### src/hw/rtl/sha1md_pkg.sv
// shared types and constants for the sha-1 digest block
// used by sha1md_ctrl, sha1md_dp and sha1_message_digest; no dependencies
`default_nettype none

package sha1md_pkg;

  localparam logic [31:0] IV0 = 32'h67452301;
  localparam logic [31:0] IV1 = 32'hEFCDAB89;
  localparam logic [31:0] IV2 = 32'h98BADCFE;
  localparam logic [31:0] IV3 = 32'h10325476;
  localparam logic [31:0] IV4 = 32'hC3D2E1F0;

  localparam logic [31:0] K0 = 32'h5A827999;
  localparam logic [31:0] K1 = 32'h6ED9EBA1;
  localparam logic [31:0] K2 = 32'h8F1BBCDC;
  localparam logic [31:0] K3 = 32'hCA62C1D6;

  localparam logic [7:0] PAD_MARK = 8'h80;

  localparam int NUM_ROUNDS = 80;
  localparam int NUM_WORDS  = 5;

  // round function groups, twenty rounds each
  typedef enum logic [1:0] {
    GRP_CH     = 2'd0,
    GRP_PAR0   = 2'd1,
    GRP_MAJ    = 2'd2,
    GRP_PAR1   = 2'd3
  } round_grp_t;

  typedef enum logic [2:0] {
    ST_IDLE  = 3'd0,
    ST_LOAD  = 3'd1,
    ST_ROUND = 3'd2,
    ST_ADD   = 3'd3,
    ST_PAD   = 3'd4,
    ST_LEN   = 3'd5,
    ST_EMIT  = 3'd6
  } state_t;

  // where to go once a block compression finishes
  typedef enum logic [1:0] {
    PH_BLOCK = 2'd0,
    PH_TAIL  = 2'd1,
    PH_EXTRA = 2'd2,
    PH_LAST  = 2'd3
  } phase_t;

  typedef struct packed {
    logic       take_byte;
    logic       load_vars;
    logic       round;
    round_grp_t round_grp;
    logic       add_chain;
    logic       pad_fill;
    logic       pad_len;
    logic       len_fill;
    logic       restart;
    logic [2:0] word_sel;
  } dp_cmd_t;

  typedef struct packed {
    logic block_full;
    logic tail_long;
  } dp_status_t;

endpackage

`default_nettype wire

### src/hw/rtl/sha1md_dp.sv
// sha-1 datapath: chaining values, working variables, message window,
// byte count and bit length; driven by commands from sha1md_ctrl, uses sha1md_pkg
`default_nettype none

module sha1md_dp (
  input  wire logic                   clk,
  input  wire logic                   rst,
  input  wire sha1md_pkg::dp_cmd_t    cmd,
  input  wire logic [7:0]             data_byte,
  output sha1md_pkg::dp_status_t      status,
  output logic [31:0]                 digest_word
);
  import sha1md_pkg::*;

  logic [31:0] chain [NUM_WORDS];
  logic [31:0] va, vb, vc, vd, ve;
  logic [31:0] window [16];
  logic [5:0]  byte_count;
  logic [63:0] bit_length;

  logic [31:0] f_val;
  logic [31:0] k_val;
  logic [31:0] temp;
  logic [31:0] sched_next;
  logic [31:0] pad_word [16];

  function automatic logic [31:0] rol(input logic [31:0] x, input int n);
    rol = (x << n) | (x >> (32 - n));
  endfunction

  always_comb begin
    case (cmd.round_grp)
      GRP_CH: begin
        f_val = (vb & vc) | (~vb & vd);
        k_val = K0;
      end
      GRP_PAR0: begin
        f_val = vb ^ vc ^ vd;
        k_val = K1;
      end
      GRP_MAJ: begin
        f_val = (vb & vc) | (vb & vd) | (vc & vd);
        k_val = K2;
      end
      default: begin
        f_val = vb ^ vc ^ vd;
        k_val = K3;
      end
    endcase
    temp = rol(va, 5) + f_val + ve + k_val + window[0];
    // window holds w[t..t+15]; next word w[t+16]
    sched_next = rol(window[13] ^ window[8] ^ window[2] ^ window[0], 1);
  end

  // 0x80 at the current position, zeros after it
  always_comb begin
    for (int w = 0; w < 16; w++) begin
      for (int b = 0; b < 4; b++) begin
        if (6'(w * 4 + b) < byte_count) begin
          pad_word[w][31 - 8 * b -: 8] = window[w][31 - 8 * b -: 8];
        end else if (6'(w * 4 + b) == byte_count) begin
          pad_word[w][31 - 8 * b -: 8] = PAD_MARK;
        end else begin
          pad_word[w][31 - 8 * b -: 8] = 8'h00;
        end
      end
    end
  end

  always_ff @(posedge clk) begin
    if (cmd.take_byte) begin
      window[byte_count[5:2]][5'd24 - {byte_count[1:0], 3'b000} +: 8] <= data_byte;
    end else if (cmd.round) begin
      for (int i = 0; i < 15; i++) begin
        window[i] <= window[i + 1];
      end
      window[15] <= sched_next;
    end else if (cmd.pad_fill) begin
      for (int i = 0; i < 14; i++) begin
        window[i] <= pad_word[i];
      end
      window[14] <= cmd.pad_len ? bit_length[63:32] : pad_word[14];
      window[15] <= cmd.pad_len ? bit_length[31:0] : pad_word[15];
    end else if (cmd.len_fill) begin
      for (int i = 0; i < 14; i++) begin
        window[i] <= '0;
      end
      window[14] <= bit_length[63:32];
      window[15] <= bit_length[31:0];
    end
  end

  always_ff @(posedge clk) begin
    if (cmd.load_vars) begin
      va <= chain[0];
      vb <= chain[1];
      vc <= chain[2];
      vd <= chain[3];
      ve <= chain[4];
    end else if (cmd.round) begin
      va <= temp;
      vb <= va;
      vc <= rol(vb, 30);
      vd <= vc;
      ve <= vd;
    end
  end

  always_ff @(posedge clk) begin
    if (rst || cmd.restart) begin
      chain[0]   <= IV0;
      chain[1]   <= IV1;
      chain[2]   <= IV2;
      chain[3]   <= IV3;
      chain[4]   <= IV4;
      byte_count <= '0;
      bit_length <= '0;
    end else begin
      if (cmd.add_chain) begin
        chain[0] <= chain[0] + va;
        chain[1] <= chain[1] + vb;
        chain[2] <= chain[2] + vc;
        chain[3] <= chain[3] + vd;
        chain[4] <= chain[4] + ve;
      end
      if (cmd.take_byte) begin
        byte_count <= byte_count + 6'd1;
        bit_length <= bit_length + 64'd8;
      end
    end
  end

  always_comb begin
    status.block_full = (byte_count == 6'd63);
    status.tail_long  = (byte_count >= 6'd56);
    case (cmd.word_sel)
      3'd0:    digest_word = chain[0];
      3'd1:    digest_word = chain[1];
      3'd2:    digest_word = chain[2];
      3'd3:    digest_word = chain[3];
      3'd4:    digest_word = chain[4];
      default: digest_word = chain[0];
    endcase
  end

endmodule

`default_nettype wire

### src/hw/rtl/sha1md_ctrl.sv
// sha-1 sequencer: request handshakes, round counting, padding and digest output
// steers sha1md_dp through dp_cmd_t; uses sha1md_pkg
`default_nettype none

module sha1md_ctrl (
  input  wire logic                   clk,
  input  wire logic                   rst,
  input  wire logic                   s_valid,
  output logic                        s_ready,
  input  wire logic                   s_has_byte,
  input  wire logic                   s_last,
  output logic                        m_valid,
  input  wire logic                   m_ready,
  output logic [2:0]                  m_index,
  output logic                        m_last,
  input  wire sha1md_pkg::dp_status_t status,
  output sha1md_pkg::dp_cmd_t         cmd
);
  import sha1md_pkg::*;

  state_t     state, state_next;
  phase_t     phase, phase_next;
  logic [6:0] round_count, round_count_next;
  logic [2:0] word_idx, word_idx_next;

  always_ff @(posedge clk) begin
    if (rst) begin
      state       <= ST_IDLE;
      phase       <= PH_BLOCK;
      round_count <= '0;
      word_idx    <= '0;
    end else begin
      state       <= state_next;
      phase       <= phase_next;
      round_count <= round_count_next;
      word_idx    <= word_idx_next;
    end
  end

  always_comb begin
    state_next       = state;
    phase_next       = phase;
    round_count_next = round_count;
    word_idx_next    = word_idx;
    cmd              = '0;
    cmd.word_sel     = word_idx;
    s_ready          = 1'b0;
    m_valid          = 1'b0;
    m_index          = word_idx;
    m_last           = (word_idx == 3'(NUM_WORDS - 1));

    if (round_count < 7'd20) begin
      cmd.round_grp = GRP_CH;
    end else if (round_count < 7'd40) begin
      cmd.round_grp = GRP_PAR0;
    end else if (round_count < 7'd60) begin
      cmd.round_grp = GRP_MAJ;
    end else begin
      cmd.round_grp = GRP_PAR1;
    end

    case (state)
      ST_IDLE: begin
        s_ready = 1'b1;
        if (s_valid) begin
          cmd.take_byte = s_has_byte;
          if (s_has_byte && status.block_full) begin
            phase_next = s_last ? PH_TAIL : PH_BLOCK;
            state_next = ST_LOAD;
          end else if (s_last) begin
            state_next = ST_PAD;
          end
        end
      end
      ST_LOAD: begin
        cmd.load_vars    = 1'b1;
        round_count_next = '0;
        state_next       = ST_ROUND;
      end
      ST_ROUND: begin
        cmd.round = 1'b1;
        if (round_count == 7'(NUM_ROUNDS - 1)) begin
          round_count_next = '0;
          state_next       = ST_ADD;
        end else begin
          round_count_next = round_count + 7'd1;
        end
      end
      ST_ADD: begin
        cmd.add_chain = 1'b1;
        case (phase)
          PH_BLOCK: state_next = ST_IDLE;
          PH_TAIL:  state_next = ST_PAD;
          PH_EXTRA: state_next = ST_LEN;
          default:  state_next = ST_EMIT;
        endcase
      end
      ST_PAD: begin
        // a long tail leaves no room for the length in this block
        cmd.pad_fill = 1'b1;
        cmd.pad_len  = !status.tail_long;
        phase_next   = status.tail_long ? PH_EXTRA : PH_LAST;
        state_next   = ST_LOAD;
      end
      ST_LEN: begin
        cmd.len_fill = 1'b1;
        phase_next   = PH_LAST;
        state_next   = ST_LOAD;
      end
      ST_EMIT: begin
        m_valid = 1'b1;
        if (m_ready) begin
          if (m_last) begin
            cmd.restart   = 1'b1;
            word_idx_next = '0;
            phase_next    = PH_BLOCK;
            state_next    = ST_IDLE;
          end else begin
            word_idx_next = word_idx + 3'd1;
          end
        end
      end
      default: begin
        state_next = ST_IDLE;
      end
    endcase
  end

endmodule

`default_nettype wire

### src/hw/rtl/sha1_message_digest.sv
// SHA-1 message digest, one message byte per request on the input stream.
//
// Input stream s_axis: tdata carries the byte, tuser says the byte is part of
// the message (0 for a bare end marker, which lets an empty message be hashed),
// tlast closes the message. Output stream m_axis: five requests per message,
// tdata is the digest word h0..h4, tuser its index, tlast marks h4.
//
// A byte that does not complete a 64-byte block leaves input ready. A byte
// that completes a block stalls input while the block compresses: a load
// step, the rounds through the single round unit, and a step to fold into
// the chaining values. Message end adds a fill step and a compression for
// each padded block (one or two blocks), then the five digest words, one per
// cycle while m_axis_tready is high.
//
// Input is not taken while a block compresses or the digest is sent. When the
// receiver stalls, the current digest word holds and the block waits. After
// the last word, chaining values return to the initial constants. Reset
// (rst, synchronous) does the same and empties any partial message.
// Depends on sha1md_pkg, sha1md_ctrl and sha1md_dp.
`default_nettype none

module sha1_message_digest (
  input  wire logic        clk,
  input  wire logic        rst,
  input  wire logic        s_axis_tvalid,
  output logic             s_axis_tready,
  input  wire logic [7:0]  s_axis_tdata,   // data_byte
  input  wire logic        s_axis_tuser,   // has_byte
  input  wire logic        s_axis_tlast,   // end_of_message
  output logic             m_axis_tvalid,
  input  wire logic        m_axis_tready,
  output logic [31:0]      m_axis_tdata,   // digest_word
  output logic [2:0]       m_axis_tuser,   // word_index
  output logic             m_axis_tlast    // last_word
);
  import sha1md_pkg::*;

  dp_cmd_t    cmd;
  dp_status_t status;

  sha1md_ctrl u_ctrl (
    .clk        (clk),
    .rst        (rst),
    .s_valid    (s_axis_tvalid),
    .s_ready    (s_axis_tready),
    .s_has_byte (s_axis_tuser),
    .s_last     (s_axis_tlast),
    .m_valid    (m_axis_tvalid),
    .m_ready    (m_axis_tready),
    .m_index    (m_axis_tuser),
    .m_last     (m_axis_tlast),
    .status     (status),
    .cmd        (cmd)
  );

  sha1md_dp u_dp (
    .clk         (clk),
    .rst         (rst),
    .cmd         (cmd),
    .data_byte   (s_axis_tdata),
    .status      (status),
    .digest_word (m_axis_tdata)
  );

endmodule

`default_nettype wire

### config.mk
export PLATFORM = sky130hd
export DESIGN_NAME = sha1_message_digest
export DESIGN_NICKNAME = d
export VERILOG_FILES = /design/src/hw/rtl/sha1md_pkg.sv /design/src/hw/rtl/sha1md_dp.sv /design/src/hw/rtl/sha1md_ctrl.sv /design/src/hw/rtl/sha1_message_digest.sv
export SDC_FILE = /design/constraint.sdc
export NUM_CORES = 2
export LEC_CHECK = 0
export BUFFER_PORTS_ARGS = -buffer_cell sky130_fd_sc_hd__buf_2
export CAP_MARGIN = 20
export CORE_MARGIN = 2
export CORE_UTILIZATION = 35
export CTS_BUF_LIST = sky130_fd_sc_hd__clkbuf_8 sky130_fd_sc_hd__clkbuf_16
export CTS_CLUSTER_DIAMETER = 100
export DETAILED_ROUTE_END_ITERATION = 12
export GPL_TIMING_DRIVEN = 0
export PLACE_DENSITY = 0.47
export SYNTH_ARGS = -nofsm -noshare
export SYNTH_HDL_FRONTEND = slang
export SYNTH_SLANG_ARGS = --single-unit
### constraint.sdc
create_clock -name clk -period 11.5 [get_ports clk]
set_input_delay 3.45 -clock clk [delete_from_list [all_inputs] [get_ports clk]]
set_output_delay 3.45 -clock clk [all_outputs]
set_load 0.005 [all_outputs]
==> results.py <==
metrics = {
    "synth": {
        "synth_seq_cells": 914,
        "synth-main-ff-cell": "edfxtp_1",
        "synth_warnings": 0,
        "ys_seq_area_frac": 0.4877,
        "post_synth.cell_area_avg_um2": 10.33,
        "async_flop_share": 0,
        "syn-num-nets": 5506,
        "synth_cell_types": 79,
        "synthCells": 5157,
        "synth_area_um2": 53280,
        "synth_edf_count": 768,
    },
    "worst_setup_path": {
        "cp_max_fo": 14,
        "worstSetupStartpointType": "register",
        "crit_required_ps": 11990,
        "cpMaxStageDelayCell": "ha_1",
        "cp_cell_sequence": "nor2_1 > o21ai_0 > a221o_1 > clkinv_1 > ha_1 > clkinv_1 > clkbuf_1 > o22ai_1 > o21ai_0 > fa_1 > fa_1 > fa_1 > inv_1 > ha_1 > a21o_1 > a21o_1 > a211oi_1 > nor4_1 > o31ai_1 > a31oi_1 > a31oi_1 > mux2i_1 > nor2_1",
        "worst_path_most_repeated_cell": "fa_1",
        "crit_type": "reg2reg",
        "cp.arrival_ps": 9990,
        "critPathTopFamily": "compound AO/OA/AOI/OAI gates",
        "end_kind": "register",
        "path_buf_inv": 4,
        "critPathMaxStageDelay_ps": 770,
    },
    "min_path": {
        "hp-class": "reg2reg",
    },
    "clocking": {
        "cts_setup_buffers": 0,
        "cts-root-buf": "clkbuf_16",
        "insertion_delay_ps": 770,
        "cts_buffer_depth": 3,
        "cts_tree": "yes",
        "clk_pin_slew_ps": 60,
        "ctsResizeCount": 0,
        "clock_sinks": 914,
        "cts_hold_buf": 0,
        "htreeDepth": 3,
        "cts_buffers": 108,
    },
    "route": {
        "drc_errors": 0,
        "ant_nets": 0,
        "drt_first_pass_iters": 6,
        "post_drt_wl_per_cell_um": 28.84,
        "via_per_inst": 5.627,
        "vias": 42060,
        "routed_wl_um": 215600,
        "drt_iter0_drc": 3901,
    },
    "layout": {
        "num-fill-cells": 15040,
        "drive_gt1_frac": 0.05418,
        "nets": 5711,
        "areaGrowthSynthToFinish_pct": 12.81,
        "diodes": 0,
    },
    "sta": {
        "relSlewSlack": 0.1889,
        "hold_viol": 0,
        "fin_hold_ws_ps": 485.5,
        "worstMarginPinSlew_ps": 1217,
        "setup_viol": 0,
        "final.setup_skew_ps": 43.10,
        "drv_slew": 0,
        "rsz0062_at_grt": "no",
        "fin_crit_sh": 0.8262,
        "max_freq_mhz": 105.2,
        "fin_crit_ps": 9501,
    },
    "job": {
        "maxCapViolCount": 0,
    },
    "placed_design": {
        "globalplace.congestion": 1.002,
        "io_buffers": 49,
        "hpwlAfterDp_um": 171000,
    },
    "pwr": {
        "p_int_mw": 8.118,
        "p_leak_nw": 24.55,
        "design_power_total_mw": 12.97,
        "ir_drop_mv": 0.1359,
        "pwr-share-seq": 0.375,
        "p_sw_mw": 4.852,
        "power_frac_clock": 0.265,
        "p_per_area_nw_per_um2": 215.8,
        "switching_share": 0.3741,
        "combinationalPowerShare": 0.360,
    },
    "global_route": {
        "antenna_found_initial": 3,
        "grt_overflow_total": 0,
        "grt_max_degree": 87,
        "grtUsageTotal": 0.2728,
        "grt_pass1_wl_um": 304300,
        "grt_pass1_vias": 41430,
    },
    "floorplan": {
        "rows": 143,
        "coreArea_um2": 151500,
        "start_util": 0.3516,
        "die_x_um": 394.2,
        "die_area_um2": 155400,
        "die_h_um": 394.2,
        "io_pins": 52,
    },
    "outcome": {
        "status": "complete, no violations",
    },
}
## sequential cells by signal, indices dropped and copies added (netlist names)
register,flops
u_dp.chain,160
u_ctrl.round_count,7
u_ctrl.m_index,3
u_dp.vb,32
u_ctrl.state,3
u_ctrl.phase,2
u_dp.bit_length,61
u_dp.window,512
u_dp.vd,32
u_dp.ve,32
u_dp.va,32
u_dp.byte_count,6
u_dp.vc,32
## final timing paths
path | startpoint | end | slack (ps) | cells past startpoint
setup reg to reg | u_ctrl.round_count[3] | u_dp.va[28] | 2000 | 23
hold / removal | u_dp.window[9][6] | u_dp.window[9][6] | 490 | 1
setup / recovery | u_ctrl.round_count[3] | u_dp.va[28] | 2000 | 23
hold reg to reg | u_dp.window[9][6] | u_dp.window[9][6] | 490 | 1
## synthesized netlist by cell type, types with 9 or more instances
cell | number | share of area
inv_1 | 315 | 0.022
xor2_1 | 122 | 0.020
o21bai_1 | 13 | 0.0018
a21boi_0 | 17 | 0.0024
nand2b_1 | 39 | 0.0046
or3_1 | 37 | 0.0043
and3_1 | 57 | 0.0067
and2_1 | 40 | 0.0047
edfxtp_1 | 768 | 0.43
o21a_1 | 42 | 0.0059
a21o_1 | 416 | 0.059
a32oi_1 | 18 | 0.0030
o22ai_1 | 26 | 0.0031
clkbuf_1 | 250 | 0.018
a31oi_1 | 60 | 0.0070
nand4_1 | 25 | 0.0029
o31ai_1 | 15 | 0.0021
a21oi_1 | 319 | 0.030
o211ai_1 | 34 | 0.0048
xnor2_1 | 154 | 0.025
a221o_1 | 69 | 0.013
a22oi_1 | 83 | 0.012
nor3_1 | 78 | 0.0073
nor2b_1 | 39 | 0.0046
a211oi_1 | 94 | 0.013
nor3b_1 | 11 | 0.0015
nand3_1 | 78 | 0.0073
o22a_1 | 9 | 0.0015
o21ai_0 | 321 | 0.030
ha_1 | 210 | 0.049
fa_1 | 125 | 0.047
dfxtp_1 | 146 | 0.055
buf_1 | 26 | 0.0018
nor2_1 | 417 | 0.029
mux2i_1 | 43 | 0.0081
nand2_1 | 486 | 0.034
## cells in the final DEF (no fill, tap or decap), drive strengths merged, types with 13 or more instances in the layout
cell type	count
a221o	69
edfxtp	768
a22oi	83
clkbuf	365
and3	58
o21ai	324
a21oi	319
xnor2	154
nor2b	39
a21boi	17
buf	132
a31oi	60
a32oi	18
fa	125
o211ai	34
mux2i	43
dfxtp	146
o21bai	13
a211oi	94
or3	37
nand3	79
and2	46
ha	210
nor3	79
o21a	42
xor2	122
clkinv	43
nand2b	39
nand4	25
o31ai	15
nand2	486
inv	346
o22ai	26
nor2	417
a21o	416
## power by group through the flow
stage          Combinational [mW]  Clock (mW)  Sequential (mW)
2_1_floorplan                3.20           0             4.74
3_3_place_gp                 4.51           0             4.95
3_5_place_dp                 4.60           0             4.92
4_1_cts                      4.64        3.48             4.86
5_1_grt                      5.13        3.59             4.91
6_report                     4.67        3.43             4.87
## per-stage QoR
step	utilization	TNS, ps	cell area, um2	instances	setup slack, ps
floorplan	-	0	53280	5157	2686
global placement	0.3700	-344680	56070	7236	-2192
detailed placement	0.3735	0	56600	7278	2155
CTS	0.3963	0	60050	7471	2088
global route	0.3966	0	60100	7475	1723
finish	0.3966	0	60100	7475	1999
## layer usage
layer | wire [um] | global-route usage | part of all wire | vias to the layer above
met4 | 11690 | 0.1286 | 0.054 | 0
met3 | 12120 | 0.03270 | 0.056 | 387
met2 | 102100 | 0.4547 | 0.47 | 1605
met5 | 0 | 0 | 0 | -
li1 | - | - | - | 19170
met1 | 89700 | 0.3525 | 0.42 | 20900
## cells by family after synthesis
kind of cell / synth area share
adder cells (fa/ha/maj): 0.09628
AO/OA/AOI/OAI: 0.2018
multiplexers: 0.009558
buffers and inverters: 0.04349
flip-flops: 0.4877
XOR/XNOR: 0.04537
AND/OR/NAND/NOR: 0.1158
## final cells by class
type	instances	area (um2)	share of cell area
Clock inverter	78	631.9	0.01051
Timing Repair Buffer	95	795.8	0.01324
Multi-Input combinational cell	3637	25000	0.4160
Inverter	319	1205	0.02005
Tap cell	2030	2540	0.04226
Sequential cell	914	25980	0.4323
Buffer	287	1122	0.01867
Clock buffer	115	2821	0.04694
No activity file was read; power rests on OpenSTA's default activity.
